==> src/icna_pkg.sv <==
`default_nettype none
package icna_pkg;

  localparam int MAX_DIM      = 256;
  localparam int MAX_CHANNELS = 4;

  // configuration register map, register i at byte address 4*i
  typedef enum logic [2:0] {
    REG_IMAGE_HEIGHT   = 3'd0,
    REG_IMAGE_WIDTH    = 3'd1,
    REG_CHANNEL_COUNT  = 3'd2,
    REG_CROP_SIDE      = 3'd3,
    REG_WIN_SIDE       = 3'd4,
    REG_SCALE_FACTOR   = 3'd5,
    REG_AUGMENT_ENABLE = 3'd6,
    REG_TRAINING_MODE  = 3'd7
  } reg_idx_t;

  localparam logic [1:0] MIRROR_COLS = 2'd1;
  localparam logic [1:0] MIRROR_ROWS = 2'd2;

  localparam logic [1:0] ROTATE_POS90 = 2'd1;
  localparam logic [1:0] ROTATE_NEG90 = 2'd2;
  localparam logic [1:0] ROTATE_180   = 2'd3;

  typedef struct packed {
    logic [8:0]  image_height;
    logic [8:0]  image_width;
    logic [2:0]  channel_count;
    logic [8:0]  crop_side;
    logic [8:0]  win_side;
    logic [23:0] scale_factor;
    logic [1:0]  augment_enable;
    logic        training_mode;
  } cfg_t;

  typedef struct packed {
    logic [7:0]  batch_item;
    logic [1:0]  channel;
    logic [7:0]  src_row;
    logic [7:0]  src_col;
    logic [7:0]  pixel;
    logic [15:0] mean_value;
    logic [7:0]  row_offset_draw;
    logic [7:0]  col_offset_draw;
    logic [1:0]  mirror_choice;
    logic [1:0]  rotate_choice;
  } in_item_t;

  typedef struct packed {
    logic [7:0]         out_batch_item;
    logic [1:0]         out_channel;
    logic [7:0]         out_row;
    logic [7:0]         out_col;
    logic signed [31:0] out_value;
    logic               config_error;
  } out_item_t;

  // coordinate path result
  typedef struct packed {
    logic       keep;
    logic       err;
    logic [7:0] row;
    logic [7:0] col;
  } remap_t;

  function automatic logic [8:0] clamp_dim(input logic [8:0] v);
    clamp_dim = (v > 9'(MAX_DIM)) ? 9'(MAX_DIM) : v;
  endfunction

endpackage
`default_nettype wire

==> src/icna_remap.sv <==
`default_nettype none
module icna_remap (
  input  var icna_pkg::cfg_t     cfg,
  input  var icna_pkg::in_item_t item,
  output icna_pkg::remap_t       res
);

  logic [8:0] ih, iw, cs, ws, oh, ow, hoff, woff;
  logic [2:0] nch;
  logic       crop_on, win_on;
  logic signed [9:0] r_s, c_s;
  logic [8:0] r_win, c_win, r_mir, c_mir, r_rot, c_rot;
  logic       chan_ok, in_img, in_win;

  always_comb begin
    ih = icna_pkg::clamp_dim(cfg.image_height);
    iw = icna_pkg::clamp_dim(cfg.image_width);
    cs = icna_pkg::clamp_dim(cfg.crop_side);
    ws = icna_pkg::clamp_dim(cfg.win_side);
    nch = (cfg.channel_count > 3'(icna_pkg::MAX_CHANNELS)) ?
          3'(icna_pkg::MAX_CHANNELS) : cfg.channel_count;
    crop_on = (cs != 9'd0);
    win_on  = (ws != 9'd0);

    if (crop_on) begin
      oh = cs;
      ow = cs;
    end else if (win_on) begin
      oh = ws;
      ow = ws;
    end else begin
      oh = ih;
      ow = iw;
    end

    // drawn offsets only when training with a crop, else centred
    if (cfg.training_mode && crop_on) begin
      hoff = {1'b0, item.row_offset_draw};
      woff = {1'b0, item.col_offset_draw};
    end else begin
      hoff = (ih >= oh) ? ((ih - oh) >> 1) : 9'd0;
      woff = (iw >= ow) ? ((iw - ow) >> 1) : 9'd0;
    end

    chan_ok = ({1'b0, item.channel} < nch);
    in_img  = ({1'b0, item.src_row} < ih) && ({1'b0, item.src_col} < iw);

    r_s = $signed({2'b00, item.src_row}) - $signed({1'b0, hoff});
    c_s = $signed({2'b00, item.src_col}) - $signed({1'b0, woff});
    in_win = !r_s[9] && !c_s[9] && (r_s[8:0] < oh) && (c_s[8:0] < ow);
    r_win = r_s[8:0];
    c_win = c_s[8:0];

    r_mir = r_win;
    c_mir = c_win;
    if (cfg.augment_enable[0]) begin
      case (item.mirror_choice)
        icna_pkg::MIRROR_COLS: c_mir = ow - 9'd1 - c_win;
        icna_pkg::MIRROR_ROWS: r_mir = oh - 9'd1 - r_win;
        default: ;
      endcase
    end

    r_rot = r_mir;
    c_rot = c_mir;
    if (cfg.augment_enable[1]) begin
      case (item.rotate_choice)
        icna_pkg::ROTATE_POS90: begin
          r_rot = ow - 9'd1 - c_mir;
          c_rot = r_mir;
        end
        icna_pkg::ROTATE_NEG90: begin
          r_rot = c_mir;
          c_rot = oh - 9'd1 - r_mir;
        end
        icna_pkg::ROTATE_180: begin
          r_rot = oh - 9'd1 - r_mir;
          c_rot = ow - 9'd1 - c_mir;
        end
        default: ;
      endcase
    end

    res.err  = crop_on && win_on;
    res.keep = chan_ok && in_img && in_win;
    res.row  = r_rot[7:0];
    res.col  = c_rot[7:0];
  end

endmodule
`default_nettype wire

==> src/icna_scale.sv <==
`default_nettype none
module icna_scale (
  input  var logic [7:0]         pixel,
  input  var logic [15:0]        mean_value,
  input  var logic [23:0]        scale_factor,
  output logic signed [31:0]     value
);

  logic signed [16:0] diff;
  logic signed [41:0] prod;
  logic signed [41:0] rnd;

  always_comb begin
    // q8.8 difference times q8.16 scale gives q16.24
    diff = $signed({1'b0, pixel, 8'h00}) - $signed({1'b0, mean_value});
    prod = 42'(diff) * 42'($signed({1'b0, scale_factor}));
    // round half up, then drop eight fraction bits
    rnd  = prod + 42'sd128;
    if ((rnd[41:39] == 3'b000) || (rnd[41:39] == 3'b111)) begin
      value = rnd[39:8];
    end else if (rnd[41]) begin
      value = 32'sh8000_0000;
    end else begin
      value = 32'sh7fff_ffff;
    end
  end

endmodule
`default_nettype wire

==> src/image_crop_normalize_augment_top.sv <==
// image crop / mirror / rotate / mean-subtract block
// input channel (in_valid, in_ready, in_data): one source byte sample per item,
//   with its coordinates, channel, per-pixel mean and the per-image draws
// result channel (out_valid, out_ready, out_data): zero or one result per item,
//   the normalised q16.16 value at its destination row and column
// configuration: apb-style port, register i at byte address 4*i, write only
//   while no item is in flight; pready is tied high, reads return the register
// datapath: an accepted item is taken into the input register, which feeds the
//   result register through the combinational path
// throughput: one item per cycle while out_ready is high; the path is one
//   17x25 multiply plus rounding and saturation, coordinate compare and remap
// items off the window, image or channel count give no result; when crop and
//   window are both set every item yields a result flagged config_error
// reset (rst_n low, synchronous): pipeline emptied, registers return to
//   256x256 image, 3 channels, no crop or window, scale 1.0, no augmentation
// stall: while out_ready is low the result holds; one more item is taken
//   into the input register, then in_ready drops until the result moves
`default_nettype none
module image_crop_normalize_augment_top (
  input  var logic                clk,
  input  var logic                rst_n,
  input  var logic                in_valid,
  output logic                    in_ready,
  input  var icna_pkg::in_item_t  in_data,
  output logic                    out_valid,
  input  var logic                out_ready,
  output icna_pkg::out_item_t     out_data,
  input  var logic                cfg_psel,
  input  var logic                cfg_penable,
  input  var logic                cfg_pwrite,
  input  var logic [4:0]          cfg_paddr,
  input  var logic [31:0]         cfg_pwdata,
  output logic [31:0]             cfg_prdata,
  output logic                    cfg_pready
);

  // configuration registers
  icna_pkg::cfg_t     cfg_r;
  icna_pkg::reg_idx_t cfg_idx;
  logic               cfg_wr;

  // input register and result register
  logic                s1_v_r, s1_v_nxt;
  icna_pkg::in_item_t  s1_item_r;
  logic                out_v_r, out_v_nxt;
  icna_pkg::out_item_t out_item_r, out_item_nxt;

  icna_pkg::remap_t    remap;
  logic signed [31:0]  value;
  logic                adv;

  assign cfg_pready = 1'b1;
  assign cfg_idx    = icna_pkg::reg_idx_t'(cfg_paddr[4:2]);
  assign cfg_wr     = cfg_psel && cfg_penable && cfg_pwrite && cfg_pready;

  always_ff @(posedge clk) begin
    if (!rst_n) begin
      cfg_r.image_height   <= 9'd256;
      cfg_r.image_width    <= 9'd256;
      cfg_r.channel_count  <= 3'd3;
      cfg_r.crop_side      <= 9'd0;
      cfg_r.win_side       <= 9'd0;
      cfg_r.scale_factor   <= 24'd65536;
      cfg_r.augment_enable <= 2'd0;
      cfg_r.training_mode  <= 1'b0;
    end else if (cfg_wr) begin
      unique case (cfg_idx)
        icna_pkg::REG_IMAGE_HEIGHT:   cfg_r.image_height   <= cfg_pwdata[8:0];
        icna_pkg::REG_IMAGE_WIDTH:    cfg_r.image_width    <= cfg_pwdata[8:0];
        icna_pkg::REG_CHANNEL_COUNT:  cfg_r.channel_count  <= cfg_pwdata[2:0];
        icna_pkg::REG_CROP_SIDE:      cfg_r.crop_side      <= cfg_pwdata[8:0];
        icna_pkg::REG_WIN_SIDE:       cfg_r.win_side       <= cfg_pwdata[8:0];
        icna_pkg::REG_SCALE_FACTOR:   cfg_r.scale_factor   <= cfg_pwdata[23:0];
        icna_pkg::REG_AUGMENT_ENABLE: cfg_r.augment_enable <= cfg_pwdata[1:0];
        icna_pkg::REG_TRAINING_MODE:  cfg_r.training_mode  <= cfg_pwdata[0];
        default: ;
      endcase
    end
  end

  // register read-back
  always_comb begin
    unique case (cfg_idx)
      icna_pkg::REG_IMAGE_HEIGHT:   cfg_prdata = {23'd0, cfg_r.image_height};
      icna_pkg::REG_IMAGE_WIDTH:    cfg_prdata = {23'd0, cfg_r.image_width};
      icna_pkg::REG_CHANNEL_COUNT:  cfg_prdata = {29'd0, cfg_r.channel_count};
      icna_pkg::REG_CROP_SIDE:      cfg_prdata = {23'd0, cfg_r.crop_side};
      icna_pkg::REG_WIN_SIDE:       cfg_prdata = {23'd0, cfg_r.win_side};
      icna_pkg::REG_SCALE_FACTOR:   cfg_prdata = {8'd0, cfg_r.scale_factor};
      icna_pkg::REG_AUGMENT_ENABLE: cfg_prdata = {30'd0, cfg_r.augment_enable};
      icna_pkg::REG_TRAINING_MODE:  cfg_prdata = {31'd0, cfg_r.training_mode};
      default:                      cfg_prdata = 32'd0;
    endcase
  end

  // result register free or being emptied this cycle
  assign adv      = !out_v_r || out_ready;
  assign in_ready = !s1_v_r || adv;

  icna_remap u_remap (
    .cfg  (cfg_r),
    .item (s1_item_r),
    .res  (remap)
  );

  icna_scale u_scale (
    .pixel        (s1_item_r.pixel),
    .mean_value   (s1_item_r.mean_value),
    .scale_factor (cfg_r.scale_factor),
    .value        (value)
  );

  // result assembly, the error case zeroes every other field
  always_comb begin
    if (remap.err) begin
      out_item_nxt = '0;
      out_item_nxt.config_error = 1'b1;
    end else begin
      out_item_nxt.out_batch_item = s1_item_r.batch_item;
      out_item_nxt.out_channel    = s1_item_r.channel;
      out_item_nxt.out_row        = remap.row;
      out_item_nxt.out_col        = remap.col;
      out_item_nxt.out_value      = value;
      out_item_nxt.config_error   = 1'b0;
    end
  end

  always_comb begin
    s1_v_nxt  = in_ready ? in_valid : s1_v_r;
    out_v_nxt = adv ? (s1_v_r && (remap.keep || remap.err)) : out_v_r;
  end

  always_ff @(posedge clk) begin
    if (!rst_n) begin
      s1_v_r  <= 1'b0;
      out_v_r <= 1'b0;
    end else begin
      s1_v_r  <= s1_v_nxt;
      out_v_r <= out_v_nxt;
    end
  end

  // payload registers, no reset
  always_ff @(posedge clk) begin
    if (in_valid && in_ready) begin
      s1_item_r <= in_data;
    end
    if (adv && s1_v_r) begin
      out_item_r <= out_item_nxt;
    end
  end

  assign out_valid = out_v_r;
  assign out_data  = out_item_r;

endmodule
`default_nettype wire

==> config.mk <==
export PLATFORM = sky130hd
export DESIGN_NAME = image_crop_normalize_augment_top
export DESIGN_NICKNAME = d
export VERILOG_FILES = /design/src/icna_pkg.sv /design/src/icna_remap.sv /design/src/icna_scale.sv /design/src/image_crop_normalize_augment_top.sv
export SDC_FILE = /design/constraint.sdc
export NUM_CORES = 2
export LEC_CHECK = 0
export BUFFER_PORTS_ARGS = -buffer_cell sky130_fd_sc_hd__clkbuf_2
export CAP_MARGIN = 0
export CORE_MARGIN = 2
export CORE_UTILIZATION = 30
export CTS_CLUSTER_SIZE = 20
export DETAILED_ROUTE_END_ITERATION = 8
export MAX_ROUTING_LAYER = met4
export PLACE_DENSITY = 0.53
export SLEW_MARGIN = 20
export SYNTH_ARGS = -nofsm -noshare
export SYNTH_HDL_FRONTEND = slang
export SYNTH_SLANG_ARGS = --single-unit
==> constraint.sdc <==
create_clock -name clk -period 14.6 [get_ports clk]
set_input_delay 1.46 -clock clk [delete_from_list [all_inputs] [get_ports clk]]
set_output_delay 1.46 -clock clk [all_outputs]
set_load 0.01 [all_outputs]
* After elaboration in Yosys (flattened, before gate mapping)
Cells that the tools add are included.
Operators by class: add/subtract/negate cells 12, $mul 1, $lt $le $gt $ge 12, equal/unequal tests 13, multiplexer cells 25, reduce and logical (&&, ||, !) cells 33
Operators with widths (count):
- $pmux W32 S8 | 1
- $mux W9 | 10
- $mux W32 | 2
- $mux W8 | 8
- $pmux W8 S3 | 2
- $add A42 B9 Y42 const B | 1
- $mul A17 B25 Y42 | 1
- $gt A9 B9 Y1 const B | 4
- $sub A8 B8 Y8 | 4
- $sub A8 B9 Y10 | 2
- $ge A9 B9 Y1 | 2
- $lt A8 B9 Y1 | 2
- $lt A9 B9 Y1 | 2
- $reduce_bool A9 Y1 | 2
- $sub A9 B9 Y9 | 2
- $sub A16 B16 Y17 | 1
- $reduce_and A2 Y1 | 8
- $sub A8 B1 Y8 const B | 2
- $eq A3 B3 Y1 const B | 5
- $logic_and A1 B1 Y1 | 13
- $eq A2 B2 Y1 const B | 3
- $eq A3 B2 Y1 const B | 2
- $logic_not A3 Y1 | 2
- $eq A2 B1 Y1 const B | 2
- 7 further kinds | 13
Storage, ports and cells: register bits 197, input port bits 114, output and inout port bits 94, word-level logic and storage cells 122

* Logic depth before layout (Yosys ltp)
depth in word-level cells 16, gate-level depth with buffers 38, depth with buffers taken out 37

* Hierarchy
A second synthesis with hierarchy kept.
Second synthesis, totals: cells, all modules 2942, area total of the unflattened synthesis 26569.2 sq um
By module, submodules not included:
- icna_scale | times used 1, cells an instance 1689, area an instance 14143.6 sq um, seq. area each 0.0 sq um
- image_crop_normalize_augment_top | times used 1, cells an instance 534, area an instance 7489.7 sq um, seq. area each 5235.0 sq um
- icna_remap | times used 1, cells an instance 719, area an instance 4936.0 sq um, seq. area each 0.0 sq um

* Worst setup path after synthesis
No wires, ideal clock.
path type register to register, start reg s1_item_r[20] in the netlist's numbering, end reg out_item_r (netlist bit out_data[18]) (data pin), setup time 0.255 ns, arrival 7.936 ns, data required time 14.345 ns, slack 6.409 ns, stages on the path, launching flop included 34, buffers on the path 4, clock period less this slack 8.191 ns, cell sequence edfxtp_1 -> clkbuf_1 -> inv_1 -> ha_1 -> a31oi_1 -> o21bai_1 -> a21oi_1 -> o21bai_1 -> a21oi_1 -> o21bai_1 -> a21o_1 -> a21oi_1 -> clkbuf_1 -> nand2b_1 -> fa_1 -> fa_1 -> fa_1 -> fa_1 -> fa_1 -> inv_1 -> fa_1 -> ha_1 -> a21oi_1 -> o21ai_0 -> or2_2 -> nor4b_2 -> or3_1 -> o21ai_2 -> a221o_1 -> mux2i_1 -> and3_1 -> buf_2 -> buf_4 -> a31o_1
Between the ends: cells in the longest elaborated chain, start to end 6, elaborated cells on any way between the ends 8, those cells by class add/sub: 2; mul: 1; eq/ne: 1; mux: 2; reduce/logical: 2
RTL lines:
- from (decl) | RTL line image_crop_normalize_augment_top.sv:44 | icna_pkg::in_item_t s1_item_r;
- from (signal assigned) | RTL line image_crop_normalize_augment_top.sv:146 | s1_item_r <= in_data;
- $sub A16 B16 Y17 * | RTL line icna_scale.sv:15 | diff = $signed({1'b0, pixel, 8'h00}) - $signed({1'b0, mean_value});
- $mul A17 B25 Y42 * | RTL line icna_scale.sv:16 | prod = 42'(diff) * 42'($signed({1'b0, scale_factor}));
- $add A42 B9 Y42 * | RTL line icna_scale.sv:18 | rnd = prod + 42'sd128;
- $eq A3 B3 Y1 or $logic_not A3 Y1 (tied branches) | RTL line icna_scale.sv:19 | if ((rnd[41:39] == 3'b000) || (rnd[41:39] == 3'b111)) begin
- $logic_or A1 B1 Y1 | RTL line icna_scale.sv:19
- $mux W32 * | RTL line icna_scale.sv:19
- to (signal assigned) | RTL line image_crop_normalize_augment_top.sv:149 | out_item_r <= out_item_nxt;
- to (decl) | RTL line image_crop_normalize_augment_top.sv:46 | icna_pkg::out_item_t out_item_r, out_item_nxt;
Mark *: on every way between the ends. The rest lies on a longest branch, timed or not. A chain may end at the register's enable or synchronous reset.

* Worst setup path in the final report
Same ends and word-level chain as after synthesis.

==> summary.md <==
| Metric | Value |
|---|---|
| CTS Buffer Depth | 2 |
| Clock Skews | around 0.0096 ns |
| Cell mode on critical path | fa_1 |
| Setup-failing EPs final | 0 |
| Area leader, netlist | fa_1 |
| Final Non-Filler Cells | 4064 |
| Worst min path class | reg2reg |
| WS Path Type | reg2reg |
| Synth unique cells | 76 |
| YS warnings | 0 |
| Max-slew violation count | 0 |
| Final WL | between 70 and 80 mm |
| Post-route worst setup slack | approximately 4.8 ns |
| Fillers | about 9000 |
| CTS sink count | between 150 and 200 |
| Top cells by area, synth | fa_1, edfxtp_1, ha_1 |
| EDFF count, synth | 129 |
| Slew @ Worst Pin | roughly 1.1 ns |
| Estimated wirelength of the detail-placed design | ~59 mm |
| Width of the chip | between 200 and 300 um |
| Wire per inst | 18.6 um |
| Die ar. | between 80000 and 90000 um^2 |
| Placed insts | 4032 |
| Crit Path Max Fanout | 31 |
| Layout area overhead | 10.8% |
| Max_cap viols | 0 |
| Pleak | roughly 13 nW |
| FF/Latch Area | between 5000 and 6000 um^2 |
| Outcome | completed |
| Vias per cell | between 4 and 5 |
| Seq/Total Area, Yosys | around a fifth |
| Fin crit share | 67.3% |
| Rows | about 110 |
| Setup TNS | 0 ns |
| Root Buffer | clkbuf_16 |
| Final Util | around 34% |
| Vias post-DR | roughly 20000 |
| Crit start category | flip-flop |
| Pre-CTS setup slack | approximately 4.7 ns |
| N_diodes | 0 |
| TritonRoute pass-1 iters | 6 |
| IO Count | between 200 and 250 |
| Share of layout cells above drive strength 1 | 10.4% |
| Slowest CP cell | edfxtp_1 |
| VDD IR max | just over 0.1 mV |
| Relative slew slack | a little under a quarter |
| Synthesized flop and latch total | 197 |
| Hold buffers post-CTS | 0 |
| Max incr delay on CP | around 0.90 ns |
| Gpl congestion | between 0.9 and 1 |
| H-tree Lvls | 4 |
| Netlist Area Pre-Place | roughly 26000 um^2 |
| Initial antenna violation count | 4 |
| Ys flop type | edfxtp_1 |
| Initial Utilization | between 30% and 40% |
| Nets | 3601 |
| Fmax | about 0.1 GHz |
| First-pass GRT wire length | between 100 and 150 mm |
| Vias in the first global route | between 20000 and 25000 |
| Multi-input logic area | roughly 19000 um^2 |
| Worst path arrival time | a little over 10 ns |
| Postcts setup bufs | 0 |
| DRC errors left | 0 |
| Clk slew on worst S/H paths | around 0.080 ns |
| Post-DRT Antenna Nets | 0 |
| Yosys top cell area share | about a quarter |
| Die Y-Extent | ~300 um |
| Starting DRT DRC Count | 1155 |
| Asr flop ratio synth | 0% |
| TritonCTS clock tree | built |
| Gate Count Post-Synth | roughly 2800 |
| Gr ovfl total | 0 |
| Fin crit period | around 9.8 ns |
| Num CTS Buffers | 17 |
| Number of cells upsized or downsized after cts | 0 |
| Total Routing Usage GR | about 18% |
| Avg Cell Area, Syn | roughly 9.2 um^2 |
| Cell Pwr Density | approximately 76 nW/um^2 |
| WP data required | ~15 ns |
| Clock Latency Late Sink | 0.51 ns |
| CP Capture Type | flip-flop |
| Core ar. | 85400 um^2 |
| Largest net degree at the start of global routing | 71 |
| Hold Vio Cnt, Final | 0 |
| RSZ-0062 raised after global routing | false |
| # port buffers | around 190 |
## synth_stat cells, types with 13 or more instances
library cell  number
nor2_1            79
clkbuf_1         116
o21ai_0           79
buf_1             17
xor2_1            40
dfxtp_1           68
a21oi_1          100
and3_1            26
and2_1           165
a21o_1            72
fa_1             337
ha_1             243
o22ai_1           13
a21boi_0          30
nor2b_1           65
inv_1            431
nor4_1            15
nand2_1          365
edfxtp_1         129
a211oi_1          17
nand3_1           16
xnor2_1           64
nand2b_1          60
mux2i_1           63
nor3_1            15
o21bai_1          18
## critical path: cells and delay by family (launching register included)
family	cells	cell delay (ns)
AO/OA/AOI/OAI	13	2.66
XOR/XNOR	1	0.31
AND/OR/NAND/NOR	5	1.29
adder cells (fa/ha/maj)	8	3.58
flip-flops	1	0.90
buffers and inverters	4	0.90
## final cells by class
class / instances / area share, %
flip-flops and latches: 197 / 18.2
multi-input cells: 2032 / 64.8
clock buffers: 19 / 1.54
clock inverters: 13 / 0.514
inverters: 432 / 5.64
well taps: 1144 / 4.98
repair buffers: 227 / 4.29
## sequential cells by signal (all words and copies together) (netlist names)
signal,count
s1_item_r,70
cfg_r,66
out_data,59
out_valid,1
s1_v_r,1
## per-layer routing
layer  up-vias  GRT usage (%)  share of wire (%)
met2       447           30.3                 49
met4         0           4.24                1.7
met5         -              -                  0
met1      9803           22.7                 45
met3        62           2.41                4.5
li1       9229              -                  -
## where the power goes
group,total [W],internal (W),switching (W),leakage [nW]
registers,0.000661,0.000642,0.0000193,1.79
clock network,0.000490,0.000245,0.000244,0.287
logic,0.00105,0.000404,0.000643,11.1
total,0.00220,0.00129,0.000907,13.2
## stage by stage
step                      power, W  hold WS [ns]  instance area [um^2]
after floorplan            0.00138         0.466                 26000
after global placement     0.00172         0.456                 28100
after detailed placement   0.00172         0.460                 28200
after CTS                  0.00222         0.470                 28700
after global routing       0.00236         0.494                 28700
final                      0.00220         0.466                 28700
## cells in the final DEF, fill, tap and decap left out, types with 72 or more instances in the layout
cell,count
a21o_1,72
o21ai_0,78
ha_1,243
nand2_1,365
inv_1,431
clkbuf_2,188
a21oi_1,99
edfxtp_1,129
fa_1,337
and2_1,164
nor2_1,77
## final timing paths
path                               startpoint  cells after the start           end  slack (ns)
worst max-delay path            s1_item_r[20]                     31  out_data[18]        4.77
worst min-delay path                cfg_r[15]                      2     cfg_r[15]        0.47
worst max register to register  s1_item_r[20]                     31  out_data[18]        4.77
worst min register to register      cfg_r[15]                      2     cfg_r[15]        0.47
## kinds of logic after synthesis
| group | share of synthesized area [%] |
|---|---|
| simple gates | 16.1 |
| buf+inv | 8.72 |
| fa+ha+maj | 37.7 |
| compound gates | 11.0 |
| flops | 20.2 |
| xor+xnor | 3.72 |
| mux | 2.52 |
| other cells | 0.0290 |
Note: power is estimated with default switching activity, not from simulation.
